File: src/rtl/scpm_pkg.sv
// Shared types, constants and helper functions for the sparse challenge multiplier.
package scpm_pkg;

    localparam int POLY_DEGREE = 256;
    localparam int DEG_BITS    = 8;
    localparam int T0_BITS     = 13;
    localparam int T1_BITS     = 10;
    localparam int SIGN_OFFSET = 60;
    localparam int CHAL_BYTES  = 68;
    localparam int T0_LEN      = POLY_DEGREE * T0_BITS / 8;
    localparam int T1_LEN      = POLY_DEGREE * T1_BITS / 8;
    localparam int BUF_BITS    = 20;
    localparam int FILL_BITS   = 5;
    localparam int CCNT_BITS   = 7;
    localparam int PCNT_BITS   = 9;
    localparam int USED_BITS   = 12;
    localparam int TERM_BITS   = 24;
    localparam int ACC_BITS    = 30;
    localparam int T0_CENTER   = 4096;

    // Reciprocals scaled by 2^16, exact for every bit count below 4096
    localparam logic [12:0] RECIP_T0 = 13'd5042;
    localparam logic [12:0] RECIP_T1 = 13'd6554;

    typedef enum logic [1:0] {
        MODE_CHAL = 2'd0,
        MODE_POLY = 2'd1,
        MODE_READ = 2'd2,
        MODE_NOP  = 2'd3
    } mode_t;

    // Per-cell control: rotate the ring, or load a position or a sign bit
    typedef struct packed {
        logic                shift;
        logic                pos_we;
        logic [DEG_BITS-1:0] pos_data;
        logic                sign_we;
        logic                sign_data;
    } cell_ctl_t;

    // Field index = bits consumed / field width, modulo the degree
    function automatic logic [DEG_BITS-1:0] field_index(
        input logic [USED_BITS-1:0] used,
        input logic                 kind
    );
        logic [24:0] prod;
        prod = 25'(used) * 25'(kind ? RECIP_T1 : RECIP_T0);
        return prod[16 +: DEG_BITS];
    endfunction

    // Signed coefficient of a stored raw field, read at the current kind
    function automatic logic signed [TERM_BITS-1:0] coeff_of(
        input logic [T0_BITS-1:0] raw,
        input logic               kind
    );
        logic signed [TERM_BITS-1:0] c;
        if (kind)
            c = {1'b0, raw[T1_BITS-1:0], {T0_BITS{1'b0}}};
        else
            c = TERM_BITS'(T0_CENTER) - {{(TERM_BITS-T0_BITS){1'b0}}, raw};
        return c;
    endfunction

endpackage

File: src/rtl/sparse_challenge_poly_multiply.sv
// Sparse ternary challenge times packed polynomial modulo x^256+1, one coefficient per read.
//
// Challenge and polynomial bytes are taken one per cycle while the block is idle
// (in_stall is high otherwise); a polynomial byte also needs a drain step only
// when a kind change leaves two whole fields in the bit buffer. During a read
// item the ring of CHALLENGE_WEIGHT cells rotates once, handing one position a
// cycle to the single read port of the 256-entry field memory, and a three-stage
// fetch/scale/accumulate pipeline drains after the last term. Field memory
// entries carry valid bits cleared at reset, so no clearing pass is needed.
// The result sits in an output register, so loads and the next read proceed
// while a result waits.
module sparse_challenge_poly_multiply #(
    parameter int CHALLENGE_WEIGHT = 39
) (
    input  logic                                 clk,
    input  logic                                 rst_n,
    input  logic                                 in_valid,
    output logic                                 in_stall,
    input  logic [1:0]                           mode,
    input  logic [7:0]                           data_byte,
    output logic                                 out_valid,
    input  logic                                 out_stall,
    output logic signed [scpm_pkg::ACC_BITS-1:0] product_coeff,
    output logic [scpm_pkg::DEG_BITS-1:0]        coeff_index,
    output logic                                 last,
    input  logic                                 cfg_valid,
    output logic                                 cfg_ready,
    input  logic                                 cfg_data
);
    import scpm_pkg::*;

    localparam int CNT_W = (CHALLENGE_WEIGHT > 1) ? $clog2(CHALLENGE_WEIGHT) : 1;

    typedef enum logic [1:0] {
        ST_IDLE,
        ST_DRAIN,
        ST_READ,
        ST_FLUSH
    } state_t;

    state_t                      state_reg;
    logic                        kind_reg;
    logic [CCNT_BITS-1:0]        ccnt_reg;
    logic [PCNT_BITS-1:0]        pcnt_reg;
    logic [BUF_BITS-1:0]         buf_reg;
    logic [FILL_BITS-1:0]        fill_reg;
    logic [DEG_BITS-1:0]         rd_idx_reg;
    logic [CNT_W-1:0]            term_cnt_reg;
    logic                        neg_s1_reg;
    logic                        vld_s1_reg;
    logic signed [TERM_BITS-1:0] term_reg;
    logic                        vld_s2_reg;
    logic [ACC_BITS-1:0]         acc_reg;
    logic                        out_valid_reg;
    logic [ACC_BITS-1:0]         out_coeff_reg;
    logic [DEG_BITS-1:0]         out_idx_reg;
    logic                        out_last_reg;

    logic accept;
    logic out_load;
    assign accept    = in_valid && !in_stall;
    assign in_stall  = (state_reg != ST_IDLE);
    assign cfg_ready = 1'b1;

    // ---------------- challenge ring ----------------
    logic [DEG_BITS-1:0] ring_pos  [CHALLENGE_WEIGHT];
    logic                ring_sign [CHALLENGE_WEIGHT];

    for (genvar k = 0; k < CHALLENGE_WEIGHT; k++)
    begin : g_cell
        localparam int SIGN_BYTE = SIGN_OFFSET + k / 8;
        localparam int SIGN_BIT  = k % 8;
        localparam int NEXT      = (k + 1) % CHALLENGE_WEIGHT;
        cell_ctl_t ctl;
        always_comb
        begin
            ctl.shift     = (state_reg == ST_READ);
            ctl.pos_we    = accept && (mode_t'(mode) == MODE_CHAL)
                            && (ccnt_reg == CCNT_BITS'(k));
            ctl.pos_data  = data_byte;
            ctl.sign_we   = accept && (mode_t'(mode) == MODE_CHAL)
                            && (ccnt_reg == CCNT_BITS'(SIGN_BYTE));
            ctl.sign_data = data_byte[SIGN_BIT];
        end
        scpm_cell u_cell (
            .clk      (clk),
            .rst_n    (rst_n),
            .ctl      (ctl),
            .pos_in   (ring_pos[NEXT]),
            .sign_in  (ring_sign[NEXT]),
            .pos_out  (ring_pos[k]),
            .sign_out (ring_sign[k])
        );
    end

    // ---------------- packed stream unpacking ----------------
    logic [FILL_BITS-1:0] fw;
    logic [PCNT_BITS-1:0] plen;
    logic [BUF_BITS-1:0]  src_buf;
    logic [FILL_BITS-1:0] src_fill;
    logic [PCNT_BITS-1:0] src_cnt;
    logic [USED_BITS-1:0] total;
    logic [USED_BITS-1:0] used;
    logic                 split;
    logic [BUF_BITS-1:0]  buf_split;
    logic [FILL_BITS-1:0] fill_split;
    logic                 mem_we;
    logic [DEG_BITS-1:0]  mem_waddr;
    logic [T0_BITS-1:0]   mem_wdata;
    logic                 poly_accept;

    assign poly_accept = accept && (mode_t'(mode) == MODE_POLY);
    assign fw   = kind_reg ? FILL_BITS'(T1_BITS) : FILL_BITS'(T0_BITS);
    assign plen = kind_reg ? PCNT_BITS'(T1_LEN) : PCNT_BITS'(T0_LEN);

    always_comb
    begin
        // Drain works on the held buffer; otherwise append the incoming byte
        if (state_reg == ST_DRAIN)
        begin
            src_buf  = buf_reg;
            src_fill = fill_reg;
            src_cnt  = pcnt_reg;
        end
        else
        begin
            src_buf  = buf_reg | (BUF_BITS'(data_byte) << fill_reg);
            src_fill = fill_reg + FILL_BITS'(8);
            src_cnt  = pcnt_reg + PCNT_BITS'(1);
        end
        total = {src_cnt, 3'b000};
        used  = (total >= USED_BITS'(src_fill)) ? total - USED_BITS'(src_fill) : '0;
        split = (src_fill >= fw);
        buf_split  = split ? (src_buf >> fw) : src_buf;
        fill_split = split ? (src_fill - fw) : src_fill;
        mem_we     = split && (poly_accept || (state_reg == ST_DRAIN));
        mem_waddr  = field_index(used, kind_reg);
        mem_wdata  = kind_reg ? {{(T0_BITS-T1_BITS){1'b0}}, src_buf[T1_BITS-1:0]}
                              : src_buf[T0_BITS-1:0];
    end

    // ---------------- field memory and term pipeline ----------------
    logic [DEG_BITS-1:0] rd_addr;
    logic                rd_wrap;
    logic [T0_BITS-1:0]  rd_data;
    logic signed [TERM_BITS-1:0] coeff;

    assign rd_addr = rd_idx_reg - ring_pos[0];
    assign rd_wrap = (rd_idx_reg < ring_pos[0]);
    assign coeff   = coeff_of(rd_data, kind_reg);

    scpm_store u_store (
        .clk   (clk),
        .rst_n (rst_n),
        .we    (mem_we),
        .waddr (mem_waddr),
        .wdata (mem_wdata),
        .re    (state_reg == ST_READ),
        .raddr (rd_addr),
        .rdata (rd_data)
    );

    always_ff @(posedge clk)
    begin
        term_reg <= neg_s1_reg ? -coeff : coeff;
        neg_s1_reg <= rd_wrap ^ ring_sign[0];
    end

    assign out_load = (state_reg == ST_FLUSH) && !vld_s1_reg && !vld_s2_reg
                      && (!out_valid_reg || !out_stall);

    // ---------------- control, counters and output register ----------------
    always_ff @(posedge clk or negedge rst_n)
    begin
        if (!rst_n)
        begin
            state_reg     <= ST_IDLE;
            kind_reg      <= 1'b0;
            ccnt_reg      <= '0;
            pcnt_reg      <= '0;
            buf_reg       <= '0;
            fill_reg      <= '0;
            rd_idx_reg    <= '0;
            term_cnt_reg  <= '0;
            vld_s1_reg    <= 1'b0;
            vld_s2_reg    <= 1'b0;
            acc_reg       <= '0;
            out_valid_reg <= 1'b0;
        end
        else
        begin
            if (cfg_valid && cfg_ready)
                kind_reg <= cfg_data;

            vld_s1_reg <= (state_reg == ST_READ);
            vld_s2_reg <= vld_s1_reg;
            if (vld_s2_reg)
                acc_reg <= acc_reg + ACC_BITS'(term_reg);

            unique case (state_reg)
                ST_IDLE:
                begin
                    if (accept)
                    begin
                        unique case (mode_t'(mode))
                            MODE_CHAL:
                                ccnt_reg <= (ccnt_reg >= CCNT_BITS'(CHAL_BYTES - 1))
                                            ? '0 : ccnt_reg + CCNT_BITS'(1);
                            MODE_POLY:
                            begin
                                // A second whole field waits: split it next cycle
                                if (fill_split >= fw)
                                begin
                                    buf_reg   <= buf_split;
                                    fill_reg  <= fill_split;
                                    pcnt_reg  <= src_cnt;
                                    state_reg <= ST_DRAIN;
                                end
                                else if (src_cnt >= plen)
                                begin
                                    buf_reg  <= '0;
                                    fill_reg <= '0;
                                    pcnt_reg <= '0;
                                end
                                else
                                begin
                                    buf_reg  <= buf_split;
                                    fill_reg <= fill_split;
                                    pcnt_reg <= src_cnt;
                                end
                            end
                            MODE_READ:
                            begin
                                acc_reg      <= '0;
                                term_cnt_reg <= '0;
                                state_reg    <= ST_READ;
                            end
                            MODE_NOP:
                            begin
                            end
                        endcase
                    end
                end
                ST_DRAIN:
                begin
                    if (pcnt_reg >= plen)
                    begin
                        buf_reg  <= '0;
                        fill_reg <= '0;
                        pcnt_reg <= '0;
                    end
                    else
                    begin
                        buf_reg  <= buf_split;
                        fill_reg <= fill_split;
                    end
                    state_reg <= ST_IDLE;
                end
                ST_READ:
                begin
                    term_cnt_reg <= term_cnt_reg + CNT_W'(1);
                    if (term_cnt_reg == CNT_W'(CHALLENGE_WEIGHT - 1))
                        state_reg <= ST_FLUSH;
                end
                ST_FLUSH:
                begin
                    if (out_load)
                    begin
                        rd_idx_reg <= rd_idx_reg + DEG_BITS'(1);
                        state_reg  <= ST_IDLE;
                    end
                end
                default:
                    state_reg <= ST_IDLE;
            endcase

            if (out_load)
                out_valid_reg <= 1'b1;
            else if (!out_stall)
                out_valid_reg <= 1'b0;
        end
    end

    // Result payload: hold while stalled
    always_ff @(posedge clk)
    begin
        if (out_load)
        begin
            out_coeff_reg <= acc_reg;
            out_idx_reg   <= rd_idx_reg;
            out_last_reg  <= (rd_idx_reg == DEG_BITS'(POLY_DEGREE - 1));
        end
    end

    assign out_valid     = out_valid_reg;
    assign product_coeff = out_coeff_reg;
    assign coeff_index   = out_idx_reg;
    assign last          = out_last_reg;

`ifndef SYNTHESIS
    a_no_write_in_read: assert property (@(posedge clk) disable iff (!rst_n)
        (state_reg == ST_READ) |-> !mem_we)
        else $error("field memory written during a read");

    a_idle_fill: assert property (@(posedge clk) disable iff (!rst_n)
        (state_reg == ST_IDLE) |-> (fill_reg < FILL_BITS'(T0_BITS)))
        else $error("bit buffer holds a whole field while idle");

    a_idle_pipe_empty: assert property (@(posedge clk) disable iff (!rst_n)
        (state_reg == ST_IDLE) |-> (!vld_s1_reg && !vld_s2_reg))
        else $error("term pipeline busy while idle");

    a_index_advance: assert property (@(posedge clk) disable iff (!rst_n)
        out_load |=> (coeff_index == $past(rd_idx_reg)))
        else $error("returned index does not match read index");
`endif

endmodule

File: src/rtl/scpm_cell.sv
// One cell of the challenge ring: a position and its sign, rotated during reads.
module scpm_cell (
    input  logic                          clk,
    input  logic                          rst_n,
    input  scpm_pkg::cell_ctl_t           ctl,
    input  logic [scpm_pkg::DEG_BITS-1:0] pos_in,
    input  logic                          sign_in,
    output logic [scpm_pkg::DEG_BITS-1:0] pos_out,
    output logic                          sign_out
);
    import scpm_pkg::*;

    logic [DEG_BITS-1:0] pos_reg;
    logic                sign_reg;

    always_ff @(posedge clk or negedge rst_n)
    begin
        if (!rst_n)
        begin
            pos_reg  <= '0;
            sign_reg <= 1'b0;
        end
        else if (ctl.shift)
        begin
            pos_reg  <= pos_in;
            sign_reg <= sign_in;
        end
        else
        begin
            if (ctl.pos_we)
                pos_reg <= ctl.pos_data;
            if (ctl.sign_we)
                sign_reg <= ctl.sign_data;
        end
    end

    assign pos_out  = pos_reg;
    assign sign_out = sign_reg;

endmodule

File: src/rtl/scpm_store.sv
// Polynomial field memory with per-entry valid bits; unwritten entries read as zero.
module scpm_store (
    input  logic                          clk,
    input  logic                          rst_n,
    input  logic                          we,
    input  logic [scpm_pkg::DEG_BITS-1:0] waddr,
    input  logic [scpm_pkg::T0_BITS-1:0]  wdata,
    input  logic                          re,
    input  logic [scpm_pkg::DEG_BITS-1:0] raddr,
    output logic [scpm_pkg::T0_BITS-1:0]  rdata
);
    import scpm_pkg::*;

    logic [T0_BITS-1:0]     mem [POLY_DEGREE];
    logic [POLY_DEGREE-1:0] valid_reg;
    logic [T0_BITS-1:0]     data_reg;
    logic                   hit_reg;

    always_ff @(posedge clk)
    begin
        if (we)
            mem[waddr] <= wdata;
        if (re)
            data_reg <= mem[raddr];
    end

    always_ff @(posedge clk or negedge rst_n)
    begin
        if (!rst_n)
        begin
            valid_reg <= '0;
            hit_reg   <= 1'b0;
        end
        else
        begin
            if (we)
                valid_reg[waddr] <= 1'b1;
            if (re)
                hit_reg <= valid_reg[raddr];
        end
    end

    assign rdata = hit_reg ? data_reg : '0;

endmodule

File: config.mk
export PLATFORM = sky130hd
export DESIGN_NAME = sparse_challenge_poly_multiply
export DESIGN_NICKNAME = d
export VERILOG_FILES = /design/src/rtl/scpm_pkg.sv /design/src/rtl/sparse_challenge_poly_multiply.sv /design/src/rtl/scpm_cell.sv /design/src/rtl/scpm_store.sv
export SDC_FILE = /design/constraint.sdc
export NUM_CORES = 2
export LEC_CHECK = 0
export ABC_AREA = 1
export BUFFER_PORTS_ARGS = -buffer_cell sky130_fd_sc_hd__buf_2
export CELL_PAD_IN_SITES_DETAIL_PLACEMENT = 0
export CELL_PAD_IN_SITES_GLOBAL_PLACEMENT = 2
export CORE_MARGIN = 3
export CORE_UTILIZATION = 39
export CTS_BUF_LIST = sky130_fd_sc_hd__clkbuf_8
export DETAILED_ROUTE_END_ITERATION = 12
export PLACE_DENSITY = 0.83
export SLEW_MARGIN = 20
export SYNTH_ARGS = -nofsm -noshare
export SYNTH_HDL_FRONTEND = slang
export SYNTH_SLANG_ARGS = --single-unit
File: constraint.sdc
create_clock -name clk -period 12.6 [get_ports clk]
set_input_delay 1.26 -clock clk [delete_from_list [all_inputs] [get_ports clk]]
set_output_delay 1.26 -clock clk [all_outputs]
set_load 0.005 [all_outputs]
==> metrics.txt <==
H-tree Lvls 6; Resized cells post-CTS 0; Starting Density 39.2%; Syn Area/Cell 11.7 um^2; number of flops mapped to enable cells by yosys 3380; Rows 244; CTS Sinks 4104; Least-Margin Pin Slew 1.28 ns; vias in the first global route 112965; Tcrit/Tclk final 75.1%; status finished, final reports clean; core footprint 443000 um^2; RSZ-0062 raised after global routing no; initial antenna violation count 16; commonest non-fill, non-tap cell in the layout edfxtp_1; HPWL after DPL 310000 um; Worst Setup SP fill_reg[0]; Total GRT Usage 22.5%; CP Max Fanout 15; register area share after synthesis 68.8%; most frequent cells in the layout edfxtp_1, o21ai_0, nor2_1; post-route ant nets 0; placed cells 19995; FFs w/ async S/R, synth 17.0%; CP most frequent cell inv_1; worst hold path type primary input to async pin; port bufs 56; setup tns final 0 ns; count of final hold-check violations 0; critical setup path kind register to register; Period minus WS final 9.46 ns; YS warnings 0; WL/cell 24.8 um; Die X 673 um; CP max stage delay 0.96 ns; worst-skew pair later-pin latency 1.22 ns; CTS hold repair buffers 0; grt total ovfl 0; #FFs+latches synth 4104; Distinct cells, synth 60; drt via density 5.49; postcts setup bufs 0; relative slew slack 14.8%; CP required 13.42 ns; Syn Inst Count 14806; Initial DRT Pass Iterations 6; global-route wire length before repair 766000 um; Clock Skews 0.0798 ns; CTS root buf clkbuf_8; predominant post-synthesis flop cell edfxtp_1; final std cells w/o fill 21255; design area 193000 um^2; fin. max-slew vios 0; Peak Freq 0.106 GHz; largest net degree at the start of global routing 217; drt drc 0; GPL Wtd Cong 0.864; Clock Pin Slew Worst Setup and Hold Paths 0.06 ns; Top Ports 58; reg2reg start fill_reg[0]; Worst path slowest cell nor2_4; Startpoint Class register; CTS tree built; max cap viols 0; routed wire length 527000 um; Die H 673 um; CP Data Arrival Time 10.27 ns; share of post-route cells with drive strength above 1 10.9%; Final Setup Violations 0; Worst Setup End Kind register; Largest register FFs 3328; Total Die Area 454000 um^2; initial drt markers 13320; Vias 116644; dpl cell area 180000 um^2; post-synthesis cell area 174000 um^2; Area Growth Syn to Fin 11.1%; CTS Buf Count 675; nets 14981; CTS max path bufs 4
## critical path, delay by kind of cell (launching register included)
family | cells | cell delay [ns]
AOI/OAI and AO/OA | 3 | 0.44
xor gates and xnor gates | 1 | 0.32
adders and majority gates | 7 | 3.00
buffers and inverters | 7 | 1.59
DFF | 1 | 0.61
and+or+nand+nor | 12 | 3.04
## area by class of cell
class | count | area (um^2)
Sequential cell | 4104 | 119000
Timing Repair Buffer | 237 | 2000
Clock inverter | 502 | 2960
Antenna cell | 11 | 27.5
Inverter | 906 | 3450
Tap cell | 5904 | 7390
Clock buffer | 747 | 10300
Fill cell | 41255 | 250000
Multi-Input combinational cell | 8844 | 47500
## routing by layer
layer / global-route usage (%) / share of wire [%] / up-vias
li1: - / - / 53127
met1: 31.1 / 42 / 57794
met2: 36.2 / 47 / 4831
met3: 3.86 / 7.7 / 882
met4: 7.35 / 3.3 / 10
met5: 0 / 0.013 / -
## cells in the mapped netlist, types with 12 or more instances
master	number	area (um^2)
dfrtp_1	699	17500
buf_6	21	236
nand4_2	12	150
o21ai_0	1928	9650
fa_1	65	1300
nor2_1	1950	7320
mux2_2	427	4810
a22oi_1	299	2240
o22ai_1	839	5250
o311ai_0	30	263
o21bai_1	14	105
nor3_1	24	120
nand4_1	266	1660
inv_1	883	3310
nand2_1	1897	7120
edfxtp_1	3380	101000
clkbuf_1	772	2900
nand3_1	532	2660
o211ai_1	36	270
dfxtp_1	25	500
ha_1	132	1650
xor2_1	34	298
buf_2	51	255
buf_1	99	372
a21oi_1	227	1140
xnor2_1	14	123
inv_2	13	48.8
## path summary, 6_finish.rpt
| kind | to | slack [ns] | cells past startpoint |
|---|---|---|---|
| max | u_store.mem[46][0] | 3.14 | 30 |
| min | g_cell[33].u_cell.pos_out[7] | 0.12 | 1 |
| max reg2reg | u_store.mem[46][0] | 3.14 | 30 |
| min reg2reg | vld_s2_reg | 0.38 | 0 |
| max in group asynchronous | u_store.valid_reg[153] | 9.98 | 4 |
| min in group clk | kind_reg | 0.30 | 3 |
## kinds of logic (layout without fill, tap and decap cells)
| family | after synthesis | count (layout) | share of synthesized area [%] |
|---|---|---|---|
| simple gates | 4733 | 4733 | 11.2 |
| flops | 4104 | 4104 | 68.8 |
| compound gates | 3431 | 3431 | 11.1 |
| buf+inv | 1861 | 2392 | 4.18 |
| mux | 429 | 429 | 2.78 |
| fa+ha+maj | 197 | 197 | 1.70 |
| xor+xnor | 49 | 49 | 0.251 |
| other cells | 2 | 16 | 0.00432 |
## per-stage QoR
stage                     setup slack (ns)  util, %  hold WS (ns)
after floorplan                       2.73        -         0.355
after global placement                3.14     40.6         0.357
after detailed placement              3.13     40.6         0.366
after CTS                             3.11     43.6        0.0348
after global routing                  2.64     43.6         0.103
final                                 3.14     43.6         0.123
Power is left out: the tool's default activity adds up to more than one toggle a clock period on the data nets, which glitch-free logic cannot reach.
